<file path="config.mk">
export PLATFORM = sky130hd
export DESIGN_NAME = source_tokenizer_flat
export DESIGN_NICKNAME = d
export VERILOG_FILES = /design/src/rtl/core/stok_pkg.sv /design/src/rtl/core/stok_in_if.sv /design/src/rtl/core/stok_out_if.sv /design/src/rtl/core/stok_rq.sv /design/src/rtl/core/source_tokenizer.sv /design/src/flat_wrapper.sv
export SDC_FILE = /design/constraint.sdc
export NUM_CORES = 2
export LEC_CHECK = 0
export ABC_AREA = 1
export ABC_CLOCK_PERIOD_IN_PS = 42500
export BUFFER_PORTS_ARGS = -buffer_cell sky130_fd_sc_hd__buf_2
export CAP_MARGIN = 10
export CELL_PAD_IN_SITES_DETAIL_PLACEMENT = 0
export CELL_PAD_IN_SITES_GLOBAL_PLACEMENT = 1
export CORE_MARGIN = 2
export CORE_UTILIZATION = 30
export DETAILED_ROUTE_END_ITERATION = 12
export PLACE_DENSITY_LB_ADDON = 0.1
export SETUP_SLACK_MARGIN = 0.02
export SYNTH_ARGS = -nofsm -noshare
export SYNTH_HDL_FRONTEND = slang
export SYNTH_HIERARCHICAL = 1
export SYNTH_SLANG_ARGS = --single-unit
</file>
<file path="constraint.sdc">
create_clock -name clk -period 42.5 [get_ports clk]
set_input_delay 8.5 -clock clk [delete_from_list [all_inputs] [get_ports clk]]
set_output_delay 8.5 -clock clk [all_outputs]
set_load 0.05 [all_outputs]
</file>
<file path="src/rtl/core/stok_pkg.sv">
// Shared types and codes for the source tokenizer.
// No dependencies.
package stok_pkg;

  typedef enum logic [3:0] {
    MODE_IDLE,
    MODE_IDENT,
    MODE_NUMBER,
    MODE_STRING,
    MODE_ESC,
    MODE_LINE,
    MODE_BLOCK,
    MODE_BSTAR,
    MODE_PEND
  } mode_t;

  typedef enum logic [1:0] {
    BASE_DEC,
    BASE_HEX,
    BASE_BIN
  } base_t;

  localparam logic [2:0] KIND_IDENT  = 3'd0;
  localparam logic [2:0] KIND_INT    = 3'd1;
  localparam logic [2:0] KIND_STRING = 3'd2;
  localparam logic [2:0] KIND_PUNCT  = 3'd3;
  localparam logic [2:0] KIND_END    = 3'd4;
  localparam logic [2:0] KIND_ERROR  = 3'd5;

  localparam logic [2:0] ERR_OPEN_COMMENT = 3'd0;
  localparam logic [2:0] ERR_OPEN_STRING  = 3'd1;
  localparam logic [2:0] ERR_CONTROL      = 3'd2;
  localparam logic [2:0] ERR_ESCAPE       = 3'd3;
  localparam logic [2:0] ERR_UNKNOWN      = 3'd4;

  localparam logic [7:0] CTRL_MAX  = 8'h1f;
  localparam logic [7:0] CH_HASH   = 8'h23;
  localparam logic [7:0] CH_BSLASH = 8'h5c;
  localparam logic [7:0] CH_UNDER  = 8'h5f;
  localparam logic [7:0] CH_EQ     = 8'h3d;

endpackage

</file>
<file path="src/rtl/core/stok_in_if.sv">
// Source byte channel: valid/ready with one byte or the end mark per beat.
// Depends on nothing.
interface stok_in_if;
  logic       valid;
  logic       ready;
  logic [7:0] src_byte;
  logic       is_end;

  modport source (output valid, src_byte, is_end, input ready);
  modport sink   (input valid, src_byte, is_end, output ready);
endinterface

</file>
<file path="src/rtl/core/stok_out_if.sv">
// Token channel: valid/ready with one token record per beat.
// Offset widths follow OFFSET_BITS.
interface stok_out_if #(parameter int OFFSET_BITS = 24);
  logic                   valid;
  logic                   ready;
  logic [2:0]             tok_kind;
  logic [OFFSET_BITS-1:0] tok_start;
  logic [OFFSET_BITS-1:0] tok_length;
  logic [63:0]            int_value;
  logic [7:0]             punct_first;
  logic [7:0]             punct_second;
  logic [OFFSET_BITS:0]   line_number;
  logic [OFFSET_BITS-1:0] line_begin;
  logic [2:0]             error_code;
  logic                   last;

  modport source (output valid, tok_kind, tok_start, tok_length, int_value, punct_first,
                  punct_second, line_number, line_begin, error_code, last, input ready);
  modport sink   (input valid, tok_kind, tok_start, tok_length, int_value, punct_first,
                  punct_second, line_number, line_begin, error_code, last, output ready);
endinterface

</file>
<file path="src/rtl/core/stok_rq.sv">
// Four-entry token queue: takes up to two records per cycle, gives one per beat.
// Depends on nothing.
module stok_rq #(
  parameter int WIDTH = 8
) (
  input  logic             clk,
  input  logic             rst,
  input  logic [1:0]       wr_n,
  input  logic [WIDTH-1:0] wr_data0,
  input  logic [WIDTH-1:0] wr_data1,
  output logic             room2,
  output logic             rd_valid,
  input  logic             rd_ready,
  output logic [WIDTH-1:0] rd_data
);

  logic [WIDTH-1:0] mem [4];
  logic [1:0]       wp;
  logic [1:0]       rp;
  logic [2:0]       count;
  logic             pop;

  assign rd_valid = count != 3'd0;
  assign pop      = rd_valid && rd_ready;
  assign room2    = count <= 3'd2;
  assign rd_data  = mem[rp];

  always_ff @(posedge clk) begin
    if (wr_n != 2'd0) begin
      mem[wp] <= wr_data0;
    end
    if (wr_n == 2'd2) begin
      mem[wp + 2'd1] <= wr_data1;
    end
  end

  always_ff @(posedge clk) begin
    if (rst) begin
      wp    <= '0;
      rp    <= '0;
      count <= '0;
    end else begin
      wp    <= wp + wr_n;
      rp    <= rp + {1'b0, pop};
      count <= count + {1'b0, wr_n} - {2'b0, pop};
    end
  end

endmodule

</file>
<file path="src/rtl/core/source_tokenizer.sv">
// Streaming tokenizer top level: lexer state, per-byte step logic and the token queue.
// Depends on stok_pkg, stok_in_if, stok_out_if and stok_rq.
//
// One source byte (or the end mark) is taken per clock; the whole lexer step for it
// is combinational from the state registers into a four-entry token queue, so a
// byte is accepted whenever at least two queue entries are free. A byte that closes
// one token and opens another yields two tokens, which drain at one per beat; the
// sustained rate is one byte per cycle while the sink keeps up. After the end token
// or an error token the block accepts and drops all bytes until reset.
module source_tokenizer #(
  parameter int OFFSET_BITS = 24
) (
  input  logic clk,
  input  logic rst,
  stok_in_if.sink               src,
  stok_out_if.source            tok
);

  localparam int OB = OFFSET_BITS;

  typedef struct packed {
    logic [2:0]    kind;
    logic [OB-1:0] start;
    logic [OB-1:0] length;
    logic [63:0]   value;
    logic [7:0]    p1;
    logic [7:0]    p2;
    logic [OB:0]   line;
    logic [OB-1:0] line_begin;
    logic [2:0]    err;
    logic          last;
  } rec_t;

  stok_pkg::mode_t mode, mode_next;
  stok_pkg::base_t base, base_next;
  logic [7:0]    held_byte, held_byte_next;
  logic [OB-1:0] token_begin, token_begin_next;
  logic [OB-1:0] token_len, token_len_next;
  logic [63:0]   number_acc, number_acc_next;
  logic [OB:0]   line_count, line_count_next;
  logic [OB-1:0] line_offset, line_offset_next;
  logic [OB-1:0] byte_offset;
  logic [OB:0]   token_line, token_line_next;
  logic [OB-1:0] token_line_begin, token_line_begin_next;
  logic          halted, halted_next;

  logic          accept;
  logic          room2;
  logic [7:0]    b;
  logic          is_end;
  logic [1:0]    wr_n;
  rec_t          rec0, rec1, rd_rec;

  logic          is_alpha, is_digit, is_ws, is_pend, is_single;
  logic [3:0]    dig;
  logic          dig_ok;
  logic [63:0]   acc_step;
  logic [OB-1:0] len_inc;

  // fresh-start results
  stok_pkg::mode_t f_mode;
  logic          f_emit, f_halt, f_nl, f_num;
  logic [2:0]    f_kind, f_err;
  logic [OB-1:0] f_len;
  logic [7:0]    f_p1;

  // results of the token in progress
  logic          do_fresh;
  logic          o_emit;
  logic [2:0]    o_kind, o_err;
  logic [OB-1:0] o_len;
  logic [63:0]   o_val;
  logic [7:0]    o_p1, o_p2;
  logic          o_nl;

  assign b      = src.src_byte;
  assign is_end = src.is_end;
  assign src.ready = room2;
  assign accept = src.valid && room2;

  assign is_alpha  = (b >= "a" && b <= "z") || (b >= "A" && b <= "Z");
  assign is_digit  = b >= "0" && b <= "9";
  assign is_ws     = b == " " || (b >= 8'h09 && b <= 8'h0d);
  assign is_pend   = b == "=" || b == "!" || b == "<" || b == ">" || b == "/";
  assign is_single = b == ";" || b == "(" || b == ")" || b == "{" || b == "}" ||
                     b == "+" || b == "-" || b == "[" || b == "]" || b == "*" ||
                     b == "%" || b == ",";
  assign len_inc   = token_len + {{(OB-1){1'b0}}, 1'b1};

  always_comb begin
    dig    = 4'd0;
    dig_ok = 1'b0;
    case (base)
      stok_pkg::BASE_HEX: begin
        if (is_digit) begin
          dig = 4'(b - "0"); dig_ok = 1'b1;
        end else if (b >= "a" && b <= "f") begin
          dig = 4'(b - 8'd87); dig_ok = 1'b1;
        end else if (b >= "A" && b <= "F") begin
          dig = 4'(b - 8'd55); dig_ok = 1'b1;
        end
      end
      stok_pkg::BASE_BIN: begin
        dig    = {3'd0, b[0]};
        dig_ok = b == "0" || b == "1";
      end
      default: begin
        dig    = 4'(b - "0");
        dig_ok = is_digit;
      end
    endcase
    dig_ok = dig_ok && !is_end;
    case (base)
      stok_pkg::BASE_HEX: acc_step = {number_acc[59:0], dig};
      stok_pkg::BASE_BIN: acc_step = {number_acc[62:0], dig[0]};
      default:            acc_step = {number_acc[60:0], 3'd0} + {number_acc[62:0], 1'b0} +
                                     {60'd0, dig};
    endcase
  end

  always_comb begin
    f_mode = stok_pkg::MODE_IDLE;
    f_emit = 1'b0;
    f_halt = 1'b0;
    f_nl   = 1'b0;
    f_num  = 1'b0;
    f_kind = stok_pkg::KIND_PUNCT;
    f_err  = stok_pkg::ERR_OPEN_COMMENT;
    f_len  = '0;
    f_p1   = 8'd0;
    if (is_end) begin
      f_emit = 1'b1;
      f_halt = 1'b1;
      f_kind = stok_pkg::KIND_END;
    end else if (b == stok_pkg::CH_HASH) begin
      f_mode = stok_pkg::MODE_LINE;
    end else if (is_ws) begin
      f_nl = b == 8'h0a;
    end else if (is_alpha || b == stok_pkg::CH_UNDER) begin
      f_mode = stok_pkg::MODE_IDENT;
      f_len  = {{(OB-1){1'b0}}, 1'b1};
    end else if (is_digit) begin
      f_mode = stok_pkg::MODE_NUMBER;
      f_num  = 1'b1;
      f_len  = {{(OB-1){1'b0}}, 1'b1};
    end else if (b == "\"") begin
      f_mode = stok_pkg::MODE_STRING;
      f_len  = {{(OB-1){1'b0}}, 1'b1};
    end else if (is_pend) begin
      f_mode = stok_pkg::MODE_PEND;
    end else if (is_single) begin
      f_emit = 1'b1;
      f_kind = stok_pkg::KIND_PUNCT;
      f_p1   = b;
    end else begin
      f_emit = 1'b1;
      f_halt = 1'b1;
      f_kind = stok_pkg::KIND_ERROR;
      f_err  = stok_pkg::ERR_UNKNOWN;
    end
  end

  always_comb begin
    mode_next      = mode;
    base_next      = base;
    token_len_next = token_len;
    number_acc_next = number_acc;
    halted_next    = halted;
    do_fresh       = 1'b0;
    o_emit         = 1'b0;
    o_kind         = stok_pkg::KIND_ERROR;
    o_err          = stok_pkg::ERR_OPEN_COMMENT;
    o_len          = '0;
    o_val          = 64'd0;
    o_p1           = 8'd0;
    o_p2           = 8'd0;
    o_nl           = 1'b0;
    case (mode)
      stok_pkg::MODE_IDENT: begin
        if (!is_end && (is_alpha || is_digit || b == stok_pkg::CH_UNDER)) begin
          token_len_next = len_inc;
        end else begin
          o_emit = 1'b1; o_kind = stok_pkg::KIND_IDENT; o_len = token_len;
          do_fresh = 1'b1;
        end
      end
      stok_pkg::MODE_NUMBER: begin
        if (!is_end && base == stok_pkg::BASE_DEC && token_len == {{(OB-1){1'b0}}, 1'b1} &&
            number_acc == 64'd0 && (b == "x" || b == "b")) begin
          base_next      = (b == "x") ? stok_pkg::BASE_HEX : stok_pkg::BASE_BIN;
          token_len_next = OB'(2);
        end else if (dig_ok) begin
          number_acc_next = acc_step;
          token_len_next  = len_inc;
        end else begin
          o_emit = 1'b1; o_kind = stok_pkg::KIND_INT; o_len = token_len; o_val = number_acc;
          do_fresh = 1'b1;
        end
      end
      stok_pkg::MODE_STRING: begin
        if (is_end) begin
          o_emit = 1'b1; o_err = stok_pkg::ERR_OPEN_STRING; halted_next = 1'b1;
          mode_next = stok_pkg::MODE_IDLE;
        end else if (b == "\"") begin
          token_len_next = len_inc;
          o_emit = 1'b1; o_kind = stok_pkg::KIND_STRING; o_len = len_inc;
          mode_next = stok_pkg::MODE_IDLE;
        end else if (b <= stok_pkg::CTRL_MAX) begin
          o_emit = 1'b1; o_err = stok_pkg::ERR_CONTROL; halted_next = 1'b1;
          mode_next = stok_pkg::MODE_IDLE;
        end else begin
          if (b == stok_pkg::CH_BSLASH) mode_next = stok_pkg::MODE_ESC;
          token_len_next = len_inc;
        end
      end
      stok_pkg::MODE_ESC: begin
        if (!is_end && (b == stok_pkg::CH_BSLASH || b == "\"" || b == "n" || b == "t")) begin
          token_len_next = len_inc;
          mode_next = stok_pkg::MODE_STRING;
        end else begin
          o_emit = 1'b1; o_err = stok_pkg::ERR_ESCAPE; halted_next = 1'b1;
          mode_next = stok_pkg::MODE_IDLE;
        end
      end
      stok_pkg::MODE_LINE: begin
        do_fresh = is_end || b == 8'h0a;
      end
      stok_pkg::MODE_BLOCK, stok_pkg::MODE_BSTAR: begin
        if (is_end) begin
          o_emit = 1'b1; o_err = stok_pkg::ERR_OPEN_COMMENT; halted_next = 1'b1;
          mode_next = stok_pkg::MODE_IDLE;
        end else if (b == 8'h0a) begin
          o_nl = 1'b1;
          mode_next = stok_pkg::MODE_BLOCK;
        end else if (mode == stok_pkg::MODE_BSTAR && b == "/") begin
          mode_next = stok_pkg::MODE_IDLE;
        end else begin
          mode_next = (b == "*") ? stok_pkg::MODE_BSTAR : stok_pkg::MODE_BLOCK;
        end
      end
      stok_pkg::MODE_PEND: begin
        mode_next = stok_pkg::MODE_IDLE;
        if (held_byte == "/") begin
          if (!is_end && b == "*") begin
            mode_next = stok_pkg::MODE_BLOCK;
          end else begin
            o_emit = 1'b1; o_err = stok_pkg::ERR_UNKNOWN; halted_next = 1'b1;
          end
        end else if (!is_end && b == stok_pkg::CH_EQ) begin
          o_emit = 1'b1; o_kind = stok_pkg::KIND_PUNCT; o_len = OB'(2);
          o_p1 = held_byte; o_p2 = stok_pkg::CH_EQ;
        end else if (held_byte == "!") begin
          o_emit = 1'b1; o_err = stok_pkg::ERR_UNKNOWN; halted_next = 1'b1;
        end else begin
          o_emit = 1'b1; o_kind = stok_pkg::KIND_PUNCT; o_len = {{(OB-1){1'b0}}, 1'b1};
          o_p1 = held_byte;
          do_fresh = 1'b1;
        end
      end
      default: begin
        do_fresh = 1'b1;
      end
    endcase
    if (do_fresh) begin
      mode_next      = f_mode;
      token_len_next = f_len;
      halted_next    = f_halt;
      if (f_num) begin
        number_acc_next = {60'd0, 4'(b - "0")};
        base_next       = stok_pkg::BASE_DEC;
      end
    end
  end

  always_comb begin
    token_begin_next      = do_fresh ? byte_offset : token_begin;
    token_line_next       = do_fresh ? line_count : token_line;
    token_line_begin_next = do_fresh ? line_offset : token_line_begin;
    held_byte_next        = (do_fresh && f_mode == stok_pkg::MODE_PEND) ? b : held_byte;
    line_count_next       = line_count;
    line_offset_next      = line_offset;
    if (o_nl || (do_fresh && f_nl)) begin
      if (!line_count[OB]) line_count_next = line_count + {{OB{1'b0}}, 1'b1};
      line_offset_next = byte_offset + {{(OB-1){1'b0}}, 1'b1};
    end
  end

  always_comb begin
    rec0.kind       = o_kind;
    rec0.start      = token_begin;
    rec0.length     = o_kind == stok_pkg::KIND_ERROR ? '0 : o_len;
    rec0.value      = o_val;
    rec0.p1         = o_p1;
    rec0.p2         = o_p2;
    rec0.line       = token_line;
    rec0.line_begin = token_line_begin;
    rec0.err        = o_kind == stok_pkg::KIND_ERROR ? o_err : stok_pkg::ERR_OPEN_COMMENT;
    rec0.last       = !(do_fresh && f_emit);

    rec1.kind       = f_kind;
    rec1.start      = byte_offset;
    rec1.length     = (f_kind == stok_pkg::KIND_PUNCT) ? {{(OB-1){1'b0}}, 1'b1} : '0;
    rec1.value      = 64'd0;
    rec1.p1         = f_p1;
    rec1.p2         = 8'd0;
    rec1.line       = line_count;
    rec1.line_begin = line_offset;
    rec1.err        = f_err;
    rec1.last       = 1'b1;

    wr_n = 2'd0;
    if (accept && !halted) begin
      if (o_emit && do_fresh && f_emit) begin
        wr_n = 2'd2;
      end else if (o_emit) begin
        wr_n = 2'd1;
      end else if (do_fresh && f_emit) begin
        wr_n = 2'd1;
        rec0 = rec1;
      end
    end
  end

  always_ff @(posedge clk) begin
    if (rst) begin
      mode             <= stok_pkg::MODE_IDLE;
      base             <= stok_pkg::BASE_DEC;
      held_byte        <= 8'd0;
      token_begin      <= '0;
      token_len        <= '0;
      number_acc       <= 64'd0;
      line_count       <= {{OB{1'b0}}, 1'b1};
      line_offset      <= '0;
      byte_offset      <= '0;
      token_line       <= {{OB{1'b0}}, 1'b1};
      token_line_begin <= '0;
      halted           <= 1'b0;
    end else if (accept && !halted) begin
      mode             <= mode_next;
      base             <= base_next;
      held_byte        <= held_byte_next;
      token_begin      <= token_begin_next;
      token_len        <= token_len_next;
      number_acc       <= number_acc_next;
      line_count       <= line_count_next;
      line_offset      <= line_offset_next;
      token_line       <= token_line_next;
      token_line_begin <= token_line_begin_next;
      halted           <= halted_next;
      if (!is_end) byte_offset <= byte_offset + {{(OB-1){1'b0}}, 1'b1};
    end
  end

  stok_rq #(.WIDTH($bits(rec_t))) u_rq (
    .clk      (clk),
    .rst      (rst),
    .wr_n     (wr_n),
    .wr_data0 (rec0),
    .wr_data1 (rec1),
    .room2    (room2),
    .rd_valid (tok.valid),
    .rd_ready (tok.ready),
    .rd_data  (rd_rec)
  );

  assign tok.tok_kind     = rd_rec.kind;
  assign tok.tok_start    = rd_rec.start;
  assign tok.tok_length   = rd_rec.length;
  assign tok.int_value    = rd_rec.value;
  assign tok.punct_first  = rd_rec.p1;
  assign tok.punct_second = rd_rec.p2;
  assign tok.line_number  = rd_rec.line;
  assign tok.line_begin   = rd_rec.line_begin;
  assign tok.error_code   = rd_rec.err;
  assign tok.last         = rd_rec.last;

endmodule

</file>
<file path="src/flat_wrapper.sv">
// flat-port wrapper written by rule: the top's interface ports become plain ports
module source_tokenizer_flat 
#(
  parameter int OFFSET_BITS = 24
)
  (clk, rst, src_valid, src_src_byte, src_is_end, src_ready, tok_valid, tok_tok_kind, tok_tok_start, tok_tok_length, tok_int_value, tok_punct_first, tok_punct_second, tok_line_number, tok_line_begin, tok_error_code, tok_last, tok_ready);
  stok_in_if src_i ();
  stok_out_if #(.OFFSET_BITS(OFFSET_BITS)) tok_i ();
  input  logic clk;
  input  logic rst;
  input wire logic [$bits(src_i.valid)-1:0] src_valid;
  input wire logic [$bits(src_i.src_byte)-1:0] src_src_byte;
  input wire logic [$bits(src_i.is_end)-1:0] src_is_end;
  output wire logic [$bits(src_i.ready)-1:0] src_ready;
  output wire logic [$bits(tok_i.valid)-1:0] tok_valid;
  output wire logic [$bits(tok_i.tok_kind)-1:0] tok_tok_kind;
  output wire logic [$bits(tok_i.tok_start)-1:0] tok_tok_start;
  output wire logic [$bits(tok_i.tok_length)-1:0] tok_tok_length;
  output wire logic [$bits(tok_i.int_value)-1:0] tok_int_value;
  output wire logic [$bits(tok_i.punct_first)-1:0] tok_punct_first;
  output wire logic [$bits(tok_i.punct_second)-1:0] tok_punct_second;
  output wire logic [$bits(tok_i.line_number)-1:0] tok_line_number;
  output wire logic [$bits(tok_i.line_begin)-1:0] tok_line_begin;
  output wire logic [$bits(tok_i.error_code)-1:0] tok_error_code;
  output wire logic [$bits(tok_i.last)-1:0] tok_last;
  input wire logic [$bits(tok_i.ready)-1:0] tok_ready;
  assign src_i.valid = src_valid;
  assign src_i.src_byte = src_src_byte;
  assign src_i.is_end = src_is_end;
  assign src_ready = src_i.ready;
  assign tok_valid = tok_i.valid;
  assign tok_tok_kind = tok_i.tok_kind;
  assign tok_tok_start = tok_i.tok_start;
  assign tok_tok_length = tok_i.tok_length;
  assign tok_int_value = tok_i.int_value;
  assign tok_punct_first = tok_i.punct_first;
  assign tok_punct_second = tok_i.punct_second;
  assign tok_line_number = tok_i.line_number;
  assign tok_line_begin = tok_i.line_begin;
  assign tok_error_code = tok_i.error_code;
  assign tok_last = tok_i.last;
  assign tok_i.ready = tok_ready;
  source_tokenizer #(.OFFSET_BITS(OFFSET_BITS)) u_core (.clk(clk), .rst(rst), .src(src_i), .tok(tok_i));
endmodule
</file>
# --- After elaboration in Yosys (flattened, before gate mapping) ---
# Memories as Yosys holds them, arrays and structs flattened. A register that Yosys moved wholly into a read port is not among the register bits.
# Index checks and enable logic that the tools add are counted.
word_totals:
  reg_bits: 256
  in_bits: 13
  elab_cells: 357
  n_memories: 1
  output_inout_bits: 186
  ramBits: 736
mem_list:
  columns: ["name", "depth", "word_bits", "read_ports", "rd_clocked_by_memory_dff", "write_ports", "line_no", "text"]
  rows:
  - ["u_core.u_rq.mem", 4, 184, 1, 1, 2, "stok_rq.sv:17", "logic [WIDTH-1:0] mem [4];"]
classes:
  n_reduce_logical: 70
  n_lt_le_gt_ge: 12
  bitwise_logic: 2
  n_eq_ne: 59
  addsub: 13
  mux: 184
op_table:
  columns: ["operator", "n"]
  rows:
  - ["$mux W184", 4]
  - ["$mux W64", 8]
  - ["$mux W24", 21]
  - ["$pmux W24 S4", 2]
  - ["$eq A8 B6 Y1 const B", 20]
  - ["$pmux W64 S2", 1]
  - ["$mux W8", 14]
  - ["$mux W3", 32]
  - ["$eq A8 B7 Y1 const B", 10]
  - ["$mux W4", 19]
  - ["$add A64 B4 Y64", 1]
  - ["$add A64 B64 Y64", 1]
  - ["$logic_not A64 Y1", 1]
  - ["$mux W1", 61]
  - ["$add A24 B1 Y24 const B", 2]
  - ["$le A8 B7 Y1 const B", 4]
  - ["$logic_or A1 B1 Y1", 27]
  - ["$add A25 B1 Y25 const B", 1]
  - ["$mux W25", 1]
  - ["$eq A24 B1 Y1 const B", 1]
  - ["$logic_and A1 B1 Y1", 24]
  - ["$mux W2", 12]
  - ["$eq A4 B3 Y1 const B", 4]
  - ["$ge A8 B7 Y1 const B", 2]
  - ["48 further kinds", 67]

# --- Logic depth before layout (Yosys ltp) ---
logic_depth:
  depth_word: 26
  depth_mapped: 32
  ltp_nobuf: 31

# --- By module ---
# The synthesis kept the hierarchy.
by_module_without_submodules:
  columns: ["mod", "seq_area_each_um2", "cells_per_inst", "area_each_um2", "instances"]
  rows:
  - ["stok_rq", 22241.3, 3660, 36700.2, 1]
  - ["source_tokenizer", 4984.8, 3557, 21265.4, 1]

# --- Worst setup path after synthesis ---
# No wires, ideal clock.
synth_timing:
  path_kind: "input -> register"
  from: "in src_src_byte[1]"
  to: "mem u_core/u_rq/mem[3][0] in the netlist's numbering, enable pin"
  setup_slack_ns: 17.362
  stages: 19
  setup_time_ns: 0.999
  arrival_time_ns: 24.139
  n_path_buf: 1
  t_required_ns: 41.501
  cell_sequence: "buf_2 -> inv_1 -> ha_1 -> inv_1 -> nor2_2 -> nor2_1 -> nand2_1 -> nand2_4 -> nand3_1 -> nand2_1 -> nand3_1 -> nand2_2 -> nand2_4 -> nand2_4 -> o21ai_0 -> nand2_1 -> a21oi_1 -> nor2_1 -> o31ai_1"
synth_lines:
  columns: ["element", "line_no", "text"]
  rows:
  - ["start: declaration", "flat_wrapper.sv:12", "input wire logic [$bits(src_i.src_byte)-1:0] src_src_byte;"]
  - ["end: declaration", "stok_rq.sv:17", null]

==> impl.org <==
** Clock tree
- Clock tree synthesis inserted a total of 118 buffers.
- Gates resized during post-CTS repair numbered 0.
- At the later pin of the worst-skew pair, clock insertion delay measures just under 0.8 ns.
- Buffer levels on the longest clock path :: 3
- The number of hold buffers added after CTS was 0.
- The clock tree synthesis step divided the H-tree into 3 levels.
- Once the clock tree was built, the setup fixing pass inserted 0 buffers.
- Clock Pin Slew Worst Setup and Hold Paths :: approximately 0.06 ns
- The clock net in this run drives a total of approximately 990 sinks.
- CTS placed an instance of sky130_fd_sc_hd__clkbuf_16 at the clock tree root.
- Clock tree from TritonCTS :: done

** Worst setup path
- Critical path startpoint category :: input pin
- STA classifies the critical path endpoint as a flip-flop.
- The setup path with the least slack is of type in -> reg.
- The largest individual stage delay along the critical path comes from the cell sky130_fd_sc_hd__buf_4.
- Req. time, crit path :: around 43 ns
- In this design, the stage delay of the slowest critical-path cell is 0.83 ns.
- Maximum net fanout on the critical path :: about 130
- In this run the worst setup path begins at src_src_byte[1].
- The cell that appears most often on the critical path is sky130_fd_sc_hd__buf_4.
- Critical Path AT :: 16.17 ns
- In this run the critical register-to-register path is launched from u_core/number_acc[19].
- Cell breakdown of the critical path :: buf_2 -> inv_1 -> ha_1 -> nor2_1 -> and2_1 -> nor2_1 -> nand2_1 -> nand3_1 -> nand2_1 -> nand3_1 -> nand2_2 -> nand2_4 -> nand3_4 -> nand2_2 -> a21oi_1 -> nor2_8 -> nand2_8 -> o31ai_4 -> buf_4 -> buf_4 -> buf_4 -> buf_4

** Timing
- The hold violation total from the final report is 0.
- Once routing completed, OpenROAD measured the worst setup slack at 26.72 ns.
- Dividing the final minimum period by the clock period gives 0.3712.
- Subtracting the final worst setup slack from the clock period gives 15.78 ns.
- Setup violations remaining at the end of the flow were counted as 0.
- Max-slew violation count :: 0
- For the pin with the worst max-slew slack, the measured transition is ~1.2 ns.
- Setup repair after global routing left no endpoint under its margin.
- Across all hold checks on the routed design, the worst slack comes to just under 0.5 ns.
- Final sum of negative setup slack :: 0 ns
- Clock skew on the completed layout was measured at 0.04706 ns.
- Timing would allow up to ~63 MHz.
- Max_slew headroom :: 0.2060

** Flow run
- Across the run, the number of max-cap violations was 0.

** Layout
- The filler cells instantiated in the layout total 20340.
- In the final layout, the multi-input gates occupy 26460 um^2.
- Compared with the post-synthesis result, the final layout area differs by 11.28%.
- Ratio of cells with drive above 1 in the final layout :: 0.09952
- Number of nets in the finished design :: 7416
- Final instance count without filler cells :: 9894
- Sequential cell area :: ~27000 um^2

** Floorplan
- Chip Height :: 443.6 um
- Top-level I/O count :: 199
- Die outline width :: 443.6 um
- The initialized floorplan defines approximately 160 standard-cell rows.
- The initial utilization of the core area, before any placement, comes to 0.3016.
- The die covers 196800 um^2.
- Core region area :: 192200 um^2

** Routing
- In the routed design, unresolved DRC markers number 0.
- Vias per std cell :: 5.084
- Number of detailed-route iterations in the first pass :: 6
- Summing over every cut layer, the via total after detailed routing is 50300.
- Routed wire per std cell :: about 22 um
- Antenna-violating nets left :: 0
- Summed over all layers, the routed wires come to 217700 um.
- For this block, the initial DRC count from the detailed router was 3761.

** Worst hold path
- Min-delay worst type :: reg -> reg
- The worst hold path begins at u_core/token_line_begin[11].

** Synth
- Cell taking the most area after synthesis :: sky130_fd_sc_hd__edfxtp_1
- The most used flip-flop cell after synthesis is sky130_fd_sc_hd__edfxtp_1.
- Yosys synthesis warning count :: 6
- In this run, synthesis produced a sequential element count of 992.
- Area fraction of the dominant cell type after synthesis :: 0.3813
- Ranked by total cell area, the synthesized netlist is headed by sky130_fd_sc_hd__edfxtp_1, sky130_fd_sc_hd__nand2_1, sky130_fd_sc_hd__dfxtp_1.
- Cell Area, Synth :: 57970 um^2
- The number of different library cells used by synthesis comes to 53.
- The commonest cells after synthesis are sky130_fd_sc_hd__nand2_1, sky130_fd_sc_hd__nor2_1, sky130_fd_sc_hd__o21ai_0, sky130_fd_sc_hd__edfxtp_1, sky130_fd_sc_hd__inv_1.
- The average instance in the mapped netlist occupies 8.032 um^2.
- By instance count, the leading cell after synthesis is sky130_fd_sc_hd__nand2_1.
- Yosys mapped a number of flops with a built-in enable equal to about 740.
- Of all flip-flops after synthesis, the portion carrying an async set or reset was 0.
- The cell count after synthesis came out at 7217.
- Sequential area share after synthesis :: 0.4697

** Place
- IO buf count :: ~200
- Timing analysis after detailed placement gives a worst setup slack of between 20 and 30 ns.
- DP Wirelength :: 141600 um
- The congestion estimate from routability-driven global placement came to 0.8675.
- Once placement completed, the tool counted placed cells totaling ~9700.

** Power
- Total chip power :: 3.840 mW
- PwrDens :: 59.53 nW/um^2
- Internal power consumption :: 2.180 mW
- Of the total power, the share spent switching nets is 0.4323.
- Flop pwr share :: 0.357
- Relative contribution of the clock network to total power :: 0.265
- Of the total power, combinational logic draws 0.378.
- Sw power :: roughly 1.7 mW
- IR analysis of the VDD net gives a maximum drop of 0.04501 mV.
- Leakage power summed over all cells :: 23.53 nW

** Global routing
- Total global routing overflow :: 0
- The first global-routing pass estimated about 320000 um of wire.
- Entering global routing, the biggest net connects 221 pins.
- Global-route usage over all layers :: 0.2166
- The initial antenna violation count came to 19.
- Number of global-route vias before repair :: between 40000 and 50000

** Run status
- The run finished with clean final reports.
## metal layers
layer | up-vias | track usage | wire length, um
met5 | - | 0 | 23
li1 | 24730 | - | -
met4 | 4 | 0.04686 | 3726
met3 | 212 | 0.02484 | 9529
met1 | 24250 | 0.3191 | 107300
met2 | 1107 | 0.3388 | 97070
## worst max-delay path: cells and delay by family
kind,cells,cell delay [ns]
buffers and inverters,6,3.38
AND/OR/NAND/NOR,13,3.26
AO/OA/AOI/OAI,2,0.43
adder cells (fa/ha/maj),1,0.33
## final timing paths
check | depth (start not counted) | slack [ns] | to
worst max-delay path | 22 | 26.72 | u_core/u_rq/mem[3][82]
worst min-delay path | 2 | 0.48 | u_core/token_line_begin[11]
worst max register to register | 19 | 34.27 | u_core/u_rq/mem[3][82]
worst min register to register | 2 | 0.48 | u_core/token_line_begin[11]
## final cells by class
cell class,count,share of cell area
flip-flops and latches,992,0.4222
multi-input cells,5293,0.4102
clock buffers,181,0.05447
well taps,2526,0.04900
inverters,603,0.03538
repair buffers,255,0.02301
clock inverters,41,0.005606
diodes,3,0.0001164
## layout by cell type (no fill, tap or decap), drive strengths merged, types with 65 or more instances in the layout
cell    synthesis  final
a21oi         297    297
xor2           70     70
nor2          842    842
buf           234    255
ha            137    137
o21ai        1433   1433
edfxtp        736    736
conb            2    111
nor3           65     65
nand4         123    123
clkbuf        204    181
nand3         214    214
nand2        1667   1667
o22ai         208    208
dfxtp         256    256
inv           599    603
## per-stage QoR
| stage | area (um^2) | util |
|---|---|---|
| 3_3_place_gp | 60620 | 0.3154 |
| 2_1_floorplan | 58370 | - |
| 3_5_place_dp | 60620 | 0.3154 |
| 5_1_grt | 64500 | 0.3356 |
| 6_report | 64500 | 0.3356 |
| 4_1_cts | 64500 | 0.3356 |
## state kept, by name, summed over array words and instances (netlist names)
register / flops
u_core/u_rq/rp: 2
u_core/halted: 1
u_core/byte_offset: 24
u_core/u_rq/mem: 736
u_core/token_line_begin: 24
u_core/line_count: 25
u_core/token_len: 24
u_core/base: 2
u_core/u_rq/wp: 2
u_core/token_begin: 24
u_core/number_acc: 64
u_core/line_offset: 24
u_core/held_byte: 8
u_core/mode: 4
u_core/token_line: 25
u_core/u_rq/count: 3
## power groups by stage
stage / Clock [mW] / Combinational, mW / Sequential [mW]
3_5_place_dp: 0 / 1.48 / 1.39
2_1_floorplan: 0 / 1.04 / 1.39
4_1_cts: 1.05 / 1.48 / 1.37
3_3_place_gp: 0 / 1.47 / 1.39
5_1_grt: 1.09 / 1.57 / 1.39
6_report: 1.02 / 1.45 / 1.37
## cell families after synthesis
family | count (synthesis) | share of synthesized area
compound gates | 2023 | 0.1982
simple gates | 2945 | 0.2077
flops | 992 | 0.4697
other cells | 2 | 0.0001296
xor+xnor | 74 | 0.01118
fa+ha+maj | 140 | 0.03061
buf+inv | 1041 | 0.08252
(Power assumes the default switching activity.)
